==> config.mk <==
export PLATFORM = sky130hd
export DESIGN_NAME = tick_delay_task_scheduler_unit
export DESIGN_NICKNAME = d
export VERILOG_FILES = /design/src/hdl/tdts_pkg.sv /design/src/hdl/tdts_ram.sv /design/src/hdl/tdts_delay_unit.sv /design/src/hdl/tick_delay_task_scheduler_unit.sv
export VERILOG_INCLUDE_DIRS = /design/src /design/src/hdl
export SDC_FILE = /design/constraint.sdc
export NUM_CORES = 1
export LEC_CHECK = 0
export BUFFER_PORTS_ARGS = -buffer_cell sky130_fd_sc_hd__buf_2
export CORE_MARGIN = 5
export CORE_UTILIZATION = 36
export DETAILED_ROUTE_END_ITERATION = 10
export GPL_ROUTABILITY_DRIVEN = 0
export MAX_ROUTING_LAYER = met4
export PLACE_DENSITY = 0.62
export SYNTH_ARGS = -nofsm -noshare
export SYNTH_HDL_FRONTEND = slang
export SYNTH_SLANG_ARGS = --single-unit
==> constraint.sdc <==
create_clock -name clk -period 8.2 [get_ports clk]
set_input_delay 0.41 -clock clk [delete_from_list [all_inputs] [get_ports clk]]
set_output_delay 0.41 -clock clk [all_outputs]
set_load 0.01 [all_outputs]
==> src/hdl/tick_delay_task_scheduler_unit_assert.svh <==
// Assertion macros shared by the scheduler RTL.
`ifndef TICK_DELAY_TASK_SCHEDULER_UNIT_ASSERT_SVH
`define TICK_DELAY_TASK_SCHEDULER_UNIT_ASSERT_SVH

// same-cycle implication, sampled on clk, off while rst_n is low
`define TDTS_ASSERT_IMP(lbl, ante, cons) \
  lbl: assert property (@(posedge clk) disable iff (!rst_n) (ante) |-> (cons)) \
    else $error("tdts: assertion failed");

// next-cycle implication
`define TDTS_ASSERT_NXT(lbl, ante, cons) \
  lbl: assert property (@(posedge clk) disable iff (!rst_n) (ante) |=> (cons)) \
    else $error("tdts: assertion failed");

`endif

==> src/hdl/tdts_pkg.sv <==
// Types and constants of the tick delay task scheduler.
package tdts_pkg;

  localparam int ID_W           = 4;
  localparam int DELAY_W        = 32;
  localparam int MAX_TASKS      = 1 << ID_W;
  localparam int TASK_COUNT_DEF = 16;
  localparam int IN_DATA_W      = 40;
  localparam int OUT_DATA_W     = 40;

  typedef enum logic [2:0] {
    K_CREATE = 3'd0,
    K_STOP   = 3'd1,
    K_READY  = 3'd2,
    K_SLEEP  = 3'd3,
    K_TICK   = 3'd4,
    K_SCHED  = 3'd5,
    K_QUERY  = 3'd6
  } kind_t;

  typedef enum logic [1:0] {
    TS_READY = 2'd0,
    TS_WAIT  = 2'd1,
    TS_STOP  = 2'd2,
    TS_NONE  = 2'd3
  } task_state_t;

  typedef enum logic [1:0] {
    S_IDLE,
    S_QUERY,
    S_WALK,
    S_FLUSH
  } fsm_t;

  typedef struct packed {
    logic [DELAY_W-1:0] delay;
    logic               expired;
  } dly_res_t;

endpackage

==> src/hdl/tdts_ram.sv <==
// Generic single-write, single-read RAM with registered read data.
module tdts_ram #(
  parameter  int WIDTH  = 32,
  parameter  int DEPTH  = 16,
  localparam int ADDR_W = (DEPTH > 1) ? $clog2(DEPTH) : 1
) (
  input  logic              clk,
  input  logic              we,
  input  logic [ADDR_W-1:0] waddr,
  input  logic [WIDTH-1:0]  wdata,
  input  logic [ADDR_W-1:0] raddr,
  output logic [WIDTH-1:0]  rdata
);

  logic [WIDTH-1:0] mem [DEPTH];
  logic [WIDTH-1:0] rdata_r;

  always_ff @(posedge clk) begin
    if (we) begin
      mem[waddr] <= wdata;
    end
    rdata_r <= mem[raddr];
  end

  assign rdata = rdata_r;

endmodule

==> src/hdl/tdts_delay_unit.sv <==
// Shared delay unit: lowers a task delay by the pass ticks, floored at zero.
module tdts_delay_unit (
  input  logic [tdts_pkg::DELAY_W-1:0] delay,
  input  logic [tdts_pkg::DELAY_W-1:0] ticks,
  output tdts_pkg::dly_res_t           res
);
  import tdts_pkg::*;

  logic expired;

  assign expired     = (delay <= ticks);
  assign res.expired = expired;
  assign res.delay   = expired ? '0 : (delay - ticks);

endmodule

==> src/hdl/tick_delay_task_scheduler_unit.sv <==
// Tick delay task scheduler: task table, pending tick count and schedule walker.
//
// The block holds min(TASK_COUNT,16) tasks. Create, stop, ready, sleep, tick and
// unused kinds are done as they are accepted in the idle state. A query passes
// through the query state, which also waits out any output stall, since the delay
// comes from a memory with a registered read. A schedule pass with pending ticks
// runs the walk state and then the flush state: the walker visits one task per
// cycle through the single delay memory and one shared subtract and compare unit,
// and holds whenever a grant word cannot leave the output register. The input is
// not ready until a query or pass has loaded its last word into the output
// register. A schedule with no pending ticks stays idle and sends nothing.
`include "tick_delay_task_scheduler_unit_assert.svh"

module tick_delay_task_scheduler_unit #(
  parameter int TASK_COUNT = tdts_pkg::TASK_COUNT_DEF
) (
  input  logic                           clk,
  input  logic                           rst_n,
  input  logic                           in_tvalid,
  output logic                           in_tready,
  // [3:0] task_id, [35:4] sleep_ticks, [39:36] zero
  input  logic [tdts_pkg::IN_DATA_W-1:0] in_tdata,
  // [2:0] kind
  input  logic [2:0]                     in_tuser,
  output logic                           out_tvalid,
  input  logic                           out_tready,
  // [3:0] task_id_out, [5:4] task_state_out, [37:6] delay_out, [39:38] zero
  output logic [tdts_pkg::OUT_DATA_W-1:0] out_tdata,
  // [0] granted
  output logic [0:0]                     out_tuser,
  output logic                           out_tlast
);
  import tdts_pkg::*;

  localparam int DEPTH = (TASK_COUNT < MAX_TASKS) ? TASK_COUNT : MAX_TASKS;
  localparam int IDX_W = (DEPTH > 1) ? $clog2(DEPTH) : 1;
  localparam logic [IDX_W-1:0] LAST_IDX = IDX_W'(DEPTH - 1);

  kind_t              in_kind;
  logic [ID_W-1:0]    in_id;
  logic [DELAY_W-1:0] in_ticks;
  logic               id_ok;
  logic [IDX_W-1:0]   id_idx;

  fsm_t               state_r, state_nxt;
  logic [IDX_W-1:0]   idx_r, idx_nxt;
  logic [ID_W-1:0]    qid_r, qid_nxt;
  logic               qok_r, qok_nxt;
  logic [DELAY_W-1:0] ticks_r, ticks_nxt;
  logic [DELAY_W-1:0] pending_r, pending_nxt;
  logic [DEPTH-1:0]   created_r, created_nxt;
  task_state_t        tstate_r [DEPTH];
  task_state_t        tstate_nxt [DEPTH];

  logic               hold_vld_r, hold_vld_nxt;
  logic [IDX_W-1:0]   hold_id_r, hold_id_nxt;
  logic [DELAY_W-1:0] hold_dly_r, hold_dly_nxt;

  logic               out_valid_r, out_valid_nxt;
  logic [ID_W-1:0]    out_id_r, out_id_nxt;
  logic               out_granted_r, out_granted_nxt;
  task_state_t        out_tstate_r, out_tstate_nxt;
  logic [DELAY_W-1:0] out_delay_r, out_delay_nxt;
  logic               out_last_r, out_last_nxt;
  logic               out_free;

  logic               ram_we;
  logic [IDX_W-1:0]   ram_waddr;
  logic [DELAY_W-1:0] ram_wdata;
  logic [DELAY_W-1:0] ram_rdata;

  dly_res_t           du_res;
  task_state_t        cur_state;
  task_state_t        new_state;
  logic               cur_created;
  logic               grant;
  logic               step_go;
  logic               tick_go;
  logic               sched_go;

  assign in_kind  = kind_t'(in_tuser);
  assign in_id    = in_tdata[ID_W-1:0];
  assign in_ticks = in_tdata[ID_W +: DELAY_W];
  assign id_ok    = ({1'b0, in_id} < (ID_W + 1)'(DEPTH));
  assign id_idx   = in_id[IDX_W-1:0];

  assign in_tready  = (state_r == S_IDLE);
  assign out_free   = !out_valid_r || out_tready;
  assign out_tvalid = out_valid_r;
  assign out_tdata  = {2'b00, out_delay_r, out_tstate_r, out_id_r};
  assign out_tuser  = out_granted_r;
  assign out_tlast  = out_last_r;

  tdts_ram #(
    .WIDTH (DELAY_W),
    .DEPTH (DEPTH)
  ) u_delay_ram (
    .clk   (clk),
    .we    (ram_we),
    .waddr (ram_waddr),
    .wdata (ram_wdata),
    .raddr (idx_nxt),
    .rdata (ram_rdata)
  );

  tdts_delay_unit u_delay_unit (
    .delay (ram_rdata),
    .ticks (ticks_r),
    .res   (du_res)
  );

  // walker view of the task at idx_r; delay word arrives from the memory
  assign cur_created = created_r[idx_r];
  assign cur_state   = tstate_r[idx_r];
  assign new_state   = (du_res.expired && cur_state == TS_WAIT) ? TS_READY : cur_state;
  assign grant       = cur_created && (new_state == TS_READY);
  // a second grant pushes the held one out, so it needs the output register
  assign step_go     = !(grant && hold_vld_r) || out_free;

  always_comb begin
    state_nxt       = state_r;
    idx_nxt         = idx_r;
    qid_nxt         = qid_r;
    qok_nxt         = qok_r;
    ticks_nxt       = ticks_r;
    pending_nxt     = pending_r;
    created_nxt     = created_r;
    tstate_nxt      = tstate_r;
    hold_vld_nxt    = hold_vld_r;
    hold_id_nxt     = hold_id_r;
    hold_dly_nxt    = hold_dly_r;
    out_valid_nxt   = out_valid_r && !out_tready;
    out_id_nxt      = out_id_r;
    out_granted_nxt = out_granted_r;
    out_tstate_nxt  = out_tstate_r;
    out_delay_nxt   = out_delay_r;
    out_last_nxt    = out_last_r;
    ram_we          = 1'b0;
    ram_waddr       = idx_r;
    ram_wdata       = '0;

    unique case (state_r)
      S_IDLE: begin
        if (in_tvalid) begin
          unique case (in_kind)
            K_CREATE: begin
              if (id_ok) begin
                created_nxt[id_idx] = 1'b1;
                tstate_nxt[id_idx]  = TS_READY;
                ram_we              = 1'b1;
                ram_waddr           = id_idx;
                ram_wdata           = '0;
              end
            end
            K_STOP: begin
              if (id_ok) begin
                tstate_nxt[id_idx] = TS_STOP;
              end
            end
            K_READY: begin
              if (id_ok) begin
                tstate_nxt[id_idx] = TS_READY;
              end
            end
            K_SLEEP: begin
              if (id_ok) begin
                tstate_nxt[id_idx] = TS_WAIT;
                ram_we             = 1'b1;
                ram_waddr          = id_idx;
                ram_wdata          = in_ticks;
              end
            end
            K_TICK: begin
              if (pending_r != '1) begin
                pending_nxt = pending_r + DELAY_W'(1);
              end
            end
            K_SCHED: begin
              if (pending_r != '0) begin
                ticks_nxt    = pending_r;
                pending_nxt  = '0;
                idx_nxt      = '0;
                hold_vld_nxt = 1'b0;
                state_nxt    = S_WALK;
              end
            end
            K_QUERY: begin
              qid_nxt   = in_id;
              qok_nxt   = id_ok;
              idx_nxt   = id_idx;
              state_nxt = S_QUERY;
            end
            default: begin
            end
          endcase
        end
      end

      S_QUERY: begin
        if (out_free) begin
          out_valid_nxt   = 1'b1;
          out_id_nxt      = qid_r;
          out_granted_nxt = 1'b0;
          out_last_nxt    = 1'b1;
          if (qok_r && created_r[idx_r]) begin
            out_tstate_nxt = tstate_r[idx_r];
            out_delay_nxt  = ram_rdata;
          end else begin
            out_tstate_nxt = TS_NONE;
            out_delay_nxt  = '0;
          end
          state_nxt = S_IDLE;
        end
      end

      S_WALK: begin
        if (step_go) begin
          if (cur_created) begin
            ram_we            = 1'b1;
            ram_waddr         = idx_r;
            ram_wdata         = du_res.delay;
            tstate_nxt[idx_r] = new_state;
          end
          if (grant) begin
            if (hold_vld_r) begin
              out_valid_nxt   = 1'b1;
              out_id_nxt      = ID_W'(hold_id_r);
              out_granted_nxt = 1'b1;
              out_tstate_nxt  = TS_READY;
              out_delay_nxt   = hold_dly_r;
              out_last_nxt    = 1'b0;
            end
            hold_vld_nxt = 1'b1;
            hold_id_nxt  = idx_r;
            hold_dly_nxt = du_res.delay;
          end
          if (idx_r == LAST_IDX) begin
            state_nxt = S_FLUSH;
          end else begin
            idx_nxt = idx_r + IDX_W'(1);
          end
        end
      end

      S_FLUSH: begin
        if (out_free) begin
          out_valid_nxt   = 1'b1;
          out_last_nxt    = 1'b1;
          out_tstate_nxt  = TS_READY;
          out_granted_nxt = hold_vld_r;
          if (hold_vld_r) begin
            out_id_nxt    = ID_W'(hold_id_r);
            out_delay_nxt = hold_dly_r;
          end else begin
            out_id_nxt    = '0;
            out_delay_nxt = '0;
          end
          hold_vld_nxt = 1'b0;
          state_nxt    = S_IDLE;
        end
      end

      default: begin
        state_nxt = S_IDLE;
      end
    endcase
  end

  always_ff @(posedge clk) begin
    if (!rst_n) begin
      state_r     <= S_IDLE;
      pending_r   <= '0;
      created_r   <= '0;
      hold_vld_r  <= 1'b0;
      out_valid_r <= 1'b0;
    end else begin
      state_r     <= state_nxt;
      pending_r   <= pending_nxt;
      created_r   <= created_nxt;
      hold_vld_r  <= hold_vld_nxt;
      out_valid_r <= out_valid_nxt;
    end
  end

  always_ff @(posedge clk) begin
    idx_r         <= idx_nxt;
    qid_r         <= qid_nxt;
    qok_r         <= qok_nxt;
    ticks_r       <= ticks_nxt;
    tstate_r      <= tstate_nxt;
    hold_id_r     <= hold_id_nxt;
    hold_dly_r    <= hold_dly_nxt;
    out_id_r      <= out_id_nxt;
    out_granted_r <= out_granted_nxt;
    out_tstate_r  <= out_tstate_nxt;
    out_delay_r   <= out_delay_nxt;
    out_last_r    <= out_last_nxt;
  end

  assign tick_go  = in_tvalid && in_tready && in_kind == K_TICK && pending_r != '1;
  assign sched_go = in_tvalid && in_tready && in_kind == K_SCHED;

  `TDTS_ASSERT_NXT(a_tick_count, tick_go, pending_r == $past(pending_r) + 32'd1)
  `TDTS_ASSERT_NXT(a_sched_takes_ticks, sched_go, pending_r == '0)
  `TDTS_ASSERT_IMP(a_walk_has_ticks, state_r == S_WALK, ticks_r != '0)
  `TDTS_ASSERT_IMP(a_nogrant_is_last, out_valid_r && !out_granted_r, out_last_r)
  `TDTS_ASSERT_IMP(a_grant_is_ready, out_valid_r && out_granted_r, out_tstate_r == TS_READY)

endmodule

== After elaboration in Yosys (flattened, before gate mapping) ==
Memories as Yosys holds them, arrays and structs flattened. A register that Yosys moved wholly into a read port is not among the register bits.
Index checks and enable logic that the tools add are counted.
Widths: inputs -> output; s select.

* Register bits after elaboration: 200
* Bits in writable memories: 512
* Memories: 1
* Output and inout port bits: 44

{| class="wikitable"
|+ Memory list
! memory !! words !! width !! rd ports !! clocked after Yosys merged registers in !! wr ports !! line !! text
|-
| u_delay_ram.mem || 16 || 32 || 1 || 1 || 1 || tdts_ram.sv:15 || <nowiki>logic [WIDTH-1:0] mem [DEPTH];</nowiki>
|}

* Add/sub/neg operators: 3
* Equality and inequality tests: 28
* Reductions and logical operators: 34
* Bitwise logic cells: 11
* Mux-type cells: 93
* Order comparisons: 8

{| class="wikitable"
|+ Operators with widths
! cell !! number
|-
| $mux 32 || 17
|-
| $pmux 32 s2 || 3
|-
| $pmux 32 s3 || 2
|-
| $mux 4 || 13
|-
| $or 16x16->16 || 3
|-
| $add 32x1->32 const B || 1
|-
| $and 16x16->16 || 2
|-
| $and 32x32->32 || 1
|-
| $bwmux 32 || 1
|-
| $le 32x32->1 || 1
|-
| $ne 32x32->1 const B || 1
|-
| $not 16->16 || 2
|-
| $not 32->32 || 1
|-
| $reduce_bool 32->1 || 1
|-
| $sub 32x32->32 || 1
|-
| $mux 2 || 15
|-
| $mux 1 || 26
|-
| $ne 2x2->1 const B || 9
|-
| $demux 2 s4 || 2
|-
| $pmux 4 s2 || 2
|-
| $reduce_and 5->1 || 3
|-
| $pmux 2 s3 || 2
|-
| $pmux 4 s3 || 1
|-
| $reduce_and 6->1 || 2
|-
| other kinds (33) || 65
|}

== Logic depth before layout (Yosys ltp) ==
* Depth after elaboration: 16
* Depth in mapped cells: 19

== Hierarchy ==
Synthesis repeated with hierarchy kept, for this count alone.

* Cell total of the unflattened synthesis: 1972
* Area, all modules: 31410.1 um2

{| class="wikitable"
|+ By module, submodules not included
! module !! times used !! area each (um2) !! cells each
|-
| tdts_ram || 1 || 19835.3 || 838
|-
| tick_delay_task_scheduler_unit || 1 || 9477.8 || 825
|-
| tdts_delay_unit || 1 || 2097.0 || 309
|}

== Worst setup path after synthesis ==
No wires, ideal clock.

* Kind: reg-to-reg
* Start: register u_delay_ram.rdata_r[0] (netlist: u_delay_ram.rdata[0]), read port of u_delay_ram.mem
* End: register out_delay_r[0], enable pin
* Required time: 7.705 ns
* Arrival time: 5.112 ns
* Library setup time: 0.495 ns
* Path slack: 2.594 ns
* Buffers on the path: 0
* Clock period less this slack: 5.606 ns
* Stages on the path, launching flop included: 13
* Cells stage by stage: dfxtp_1 -> inv_1 -> ha_1 -> inv_1 -> fa_1 -> a21o_1 -> a21oi_1 -> o21a_1 -> o221ai_2 -> o21ai_2 -> o21a_4 -> nand2_1 -> a211oi_1

* Cells in the longest elaborated chain, start to end: 10

{| class="wikitable"
|+ RTL lines
! what !! line !! text
|-
| start: declaration || tdts_ram.sv:16 || <nowiki>logic [WIDTH-1:0] rdata_r;</nowiki>
|-
| $le 32x32->1 * || tdts_delay_unit.sv:11 || <nowiki>assign expired = (delay <= ticks);</nowiki>
|-
| $logic_and 1x1->1 * || tick_delay_task_scheduler_unit.sv:115 || <nowiki>assign new_state = (du_res.expired && cur_state == TS_WAIT) ? TS_READY : cur_state;</nowiki>
|-
| $mux 2 * || tick_delay_task_scheduler_unit.sv:115 ||
|-
| $logic_not 2->1 * || tick_delay_task_scheduler_unit.sv:116 || <nowiki>assign grant = cur_created && (new_state == TS_READY);</nowiki>
|-
| $logic_and 1x1->1 * || tick_delay_task_scheduler_unit.sv:116 ||
|-
| $logic_and 1x1->1 || tick_delay_task_scheduler_unit.sv:118 || <nowiki>assign step_go = !(grant && hold_vld_r) || out_free;</nowiki>
|-
| $logic_not 1->1 || tick_delay_task_scheduler_unit.sv:118 ||
|-
| $logic_or 1x1->1 || tick_delay_task_scheduler_unit.sv:118 ||
|-
| $ne 2x2->1 (no source line) || - ||
|-
| $reduce_and 6->1 (no source line) * || - ||
|-
| end signal: assignment || tick_delay_task_scheduler_unit.sv:296 || <nowiki>out_delay_r <= out_delay_nxt;</nowiki>
|-
| end: declaration || tick_delay_task_scheduler_unit.sv:63 || <nowiki>logic [DELAY_W-1:0] out_delay_r, out_delay_nxt;</nowiki>
|}

Every way passes the cells marked *; elsewhere a longest branch is shown, timed or not.
A chain may end at the register's enable or synchronous reset.

== Worst setup path after layout ==
* Start: register u_delay_ram.rdata_r[0] (netlist: u_delay_ram.rdata[0]), read port of u_delay_ram.mem
* End: register u_delay_ram.rdata_r[6] (netlist: u_delay_ram.rdata[6]), read port of u_delay_ram.mem

* Cells in the longest elaborated chain, start to end: 10

{| class="wikitable"
|+ RTL lines
! what !! line !! text
|-
| $le 32x32->1 || tdts_delay_unit.sv:11 ||
|-
| $logic_and 1x1->1 || tick_delay_task_scheduler_unit.sv:115 ||
|-
| $mux 2 || tick_delay_task_scheduler_unit.sv:115 ||
|-
| $logic_not 2->1 || tick_delay_task_scheduler_unit.sv:116 ||
|-
| $logic_and 1x1->1 || tick_delay_task_scheduler_unit.sv:116 ||
|-
| $logic_and 1x1->1 || tick_delay_task_scheduler_unit.sv:118 ||
|-
| $logic_not 1->1 || tick_delay_task_scheduler_unit.sv:118 ||
|-
| $logic_or 1x1->1 || tick_delay_task_scheduler_unit.sv:118 ||
|-
| $mux 4 || tick_delay_task_scheduler_unit.sv:217 || <nowiki>if (step_go) begin</nowiki>
|-
| $pmux 4 s2 || tick_delay_task_scheduler_unit.sv:142 || <nowiki>unique case (state_r)</nowiki>
|}

No other way between the ends.

==> run_results.csv <==
group,metric,value,unit
power,power,12500,µW
sta,max_slew_margin,0.160,
worst_setup_path,ff2ff_path_depth,17,
synthesis,yosys_warnings,0,
route,routed_wl,80700,µm
global_route,grt-ovfl-total,0,
route,dr.first_iter.drc_count,1702,
floorplan,io_pins,91,
synthesis,synth-seq-cells,744,
finish,nFillCells,8140,
sta,tns,0,ns
synthesis,synth_compound_area_frac,0.0570,
finish,drive_gt1_frac,0.127,
sta,fin_crit_sh,0.620,
route,vias,18800,
synthesis,synth_xor_area_frac,0.0142,
route,route.detailed.drc,0,
global_route,grt_max_degree,134,
sta,worstMarginPinSlew,1.26,ns
clock_network,clk_latency,0.64,ns
finish,multiInputGateArea,0.0103,mm²
sta,finalMaxSlewViolations,0,
finish,areaGrowthSynthToFinish,12.4,%
floorplan,start_util,0.363,
worst_setup_path,cp_data_arrival_time,5.58,ns
power,vdd.ir_drop.worst,0.389,mV
synthesis,async_flop_share,0,
min_path,min_path_type,"primary input to register",
power,static-leakage-power,0.0130,µW
clock_network,htreeDepth,3,
route,m1WireLength,35100,µm
synthesis,synthCells,2170,
route,met2_length,38100,µm
worst_setup_path,ff2ff_setup_slack,3.12,ns
finish,diodes,0,
synthesis,synth_simple_gate_area_frac,0.0562,
clock_network,ctsResizeCount,0,
synthesis,syn-cell-area,0.0327,mm²
sta,setup-violations-final,0,
synthesis,seq_area_frac_synth,0.657,
global_route,antenna_found_initial,0,
worst_setup_path,worst_setup_path_end_kind,"register",
synthesis,muxShareOfSynthArea,0.165,
route,avgRoutedWirePerCell,23.1,µm
route,wl_met3,4800,µm
worst_setup_path,cp_max_fo,25,
status,status,"completed",
finish,nets,2354,
worst_setup_path,rr_endpoint,"u_delay_ram.rdata[6]",
synthesis,synth_edf_count,656,
synthesis,synthFlopType,"edfxtp_1",
clock_network,clockBufferDepth,3,
floorplan,placementRows,110,
route,viasPerCell,5.38,
worst_setup_path,crit_required,8.70,ns
power,powerDensity,340,mW/mm²
min_path,whs_endpoint,"hold_vld_r",
route,firstDrtPassIters,5,
floorplan,fp.dieArea,0.0968,mm²
min_path,hold_path_depth,3,
floorplan,coreArea,0.0900,mm²
route,top_layer,"met4",
sta,finClkSkew,0.0289,ns
clock_network,cts_hold_buf,0,
floorplan,die_w,311,µm
worst_setup_path,worstSetupStartpoint,"u_delay_ram.rdata[0]",
floorplan,die_y,311,µm
global_route,grt_use_total,0.165,
finish,final-seq-area,0.0215,mm²
synthesis,syn_avg_cell_area,15.0,µm²
min_path,hold_start,"rst_n",
clock_network,numCtsBuffers,76,
finish,layout_commonest_cell,"edfxtp_1",
synthesis,synth_top_family_by_area,"multiplexers",
worst_setup_path,startpoint_type,"register",
finish,final_cell_mix,"edfxtp_1 (656), mux2i_1 (508), nor2_1 (112)",
synthesis,yosysUniqueCellTypes,80,
clock_network,clock-sinks,744,
clock_network,post_cts_buffers,0,
synthesis,synth_fa_ha_area_frac,0.0171,
place,hpwl,47800,µm
worst_setup_path,r2r-start,"u_delay_ram.rdata[0]",
place,numPortBuffers,84,
sta,fmax,0.197,GHz
sta,hold_viol_final,0,
route,ant_nets,0,
sta,grt_setup_unrepaired,"false",
sta,post-route-min-period,5.08,ns
global_route,grt_pass1_wl,118000,µm
clock_network,cts_tree,"done",
clock_network,clk_pin_slew,0.06,ns
clock_network,cts_root_buffer,"clkbuf_16",
worst_setup_path,path_class,"register to register",
run,cap_violations,0,
global_route,grt_pass1_vias,18400,
stage by stage:
step	instances	area, µm²	util	hold WS (ns)	setup WS, ns
2_1_floorplan	2171	32700	-	0.431	2.59
3_3_place_gp	3361	34200	0.380	0.447	3.19
3_5_place_dp	3361	34200	0.380	0.458	3.19
4_1_cts	3499	36700	0.408	0.0510	3.16
5_1_grt	3499	36700	0.408	0.0743	2.94
6_report	3499	36700	0.408	0.0808	3.12
synth_stat cells (all sizes together), types with 6 or more instances:
master,n,share of area
xor2,30,0.0080
nand3,19,0.0031
or3,7,0.0013
dfxtp,88,0.054
o21a,10,0.0025
o22ai,29,0.0056
inv,60,0.0069
and2,19,0.0036
a22o,69,0.019
a21o,10,0.0023
ha,43,0.016
o21bai,6,0.0014
mux4,14,0.0097
and3,8,0.0015
nand2,74,0.0087
nor4,12,0.0028
nand4,20,0.0040
edfxtp,656,0.60
a21oi,69,0.011
xnor2,23,0.0062
nor2,130,0.015
nand2b,8,0.0015
buf,66,0.021
nor3,39,0.0065
a31oi,9,0.0017
nor2b,15,0.0029
o21ai,29,0.0046
mux2i,508,0.16
nor3b,6,0.0014
a211oi,7,0.0019
clkbuf,42,0.0051
report_power, final:
part | internal [µW] | total [µW] | switching, µW | leakage, µW
clock | 1970 | 3420 | 1460 | 0.00120
sequential | 4570 | 4860 | 285 | 0.00696
combinational | 1720 | 4180 | 2450 | 0.00481
how the worst max path moves through the flow:
stage / endpoint / slack (ns) / depth (start not counted)
2_1_floorplan: out_delay_r[0] / 2.59 / 12
3_3_place_gp: u_delay_ram.rdata[0] / 3.19 / 17
3_5_place_dp: u_delay_ram.rdata[0] / 3.19 / 17
4_1_cts: u_delay_ram.rdata[0] / 3.16 / 17
5_1_grt: u_delay_ram.rdata[6] / 2.94 / 17
6_report: u_delay_ram.rdata[6] / 3.12 / 17
routing by layer:
metal,vias to the layer above,global-route usage
met2,642,0.259
met4,0,0.0593
li1,8503,-
met1,9534,0.220
met5,-,-
met3,160,0.0265
kinds of logic (layout without fill, tap and decap cells):
logic type      after synthesis  count (layout)
compound gates              265             265
fa+ha+maj                    44              44
mux                         522             522
flops                       744             744
buf+inv                     169             321
simple gates                372             372
xor+xnor                     53              53
other cells                   1               2
state kept, by name, summed over array words and instances, names as in the netlist:
register,cells
created_r,16
pending_r,32
out_tstate_r,2
hold_vld_r,1
state_r,2
tstate_r,32
ticks_r,32
u_delay_ram.mem,512
out_delay_r,32
out_tvalid,1
hold_id_r,4
qid_r,4
hold_dly_r,32
u_delay_ram.rdata,32
out_tlast,1
out_id_r,4
idx_r,4
out_tuser,1
critical path: stages, from the launching register on:
cell      delay, ns
dfxtp_1        0.31
inv_1          0.08
ha_1           0.16
inv_1          0.06
fa_1           0.40
a21o_1         0.21
a21oi_1        0.28
o21a_1         0.36
o221ai_2       0.16
o21ai_2        0.27
o21a_4         0.21
nand2_4        0.08
and4_4         0.20
nor3_4         0.79
buf_4          0.61
mux2i_1        0.25
mux2i_1        0.10
mux2i_1        0.37
final cells by class:
type,count,area share
Clock buffer,93,0.0553
Clock inverter,45,0.0127
Timing Repair Buffer,122,0.0203
Multi-Input combinational cell,1258,0.281
Sequential cell,744,0.585
Inverter,61,0.00624
Tap cell,1176,0.0401
Power figures use the tool's default switching activity.
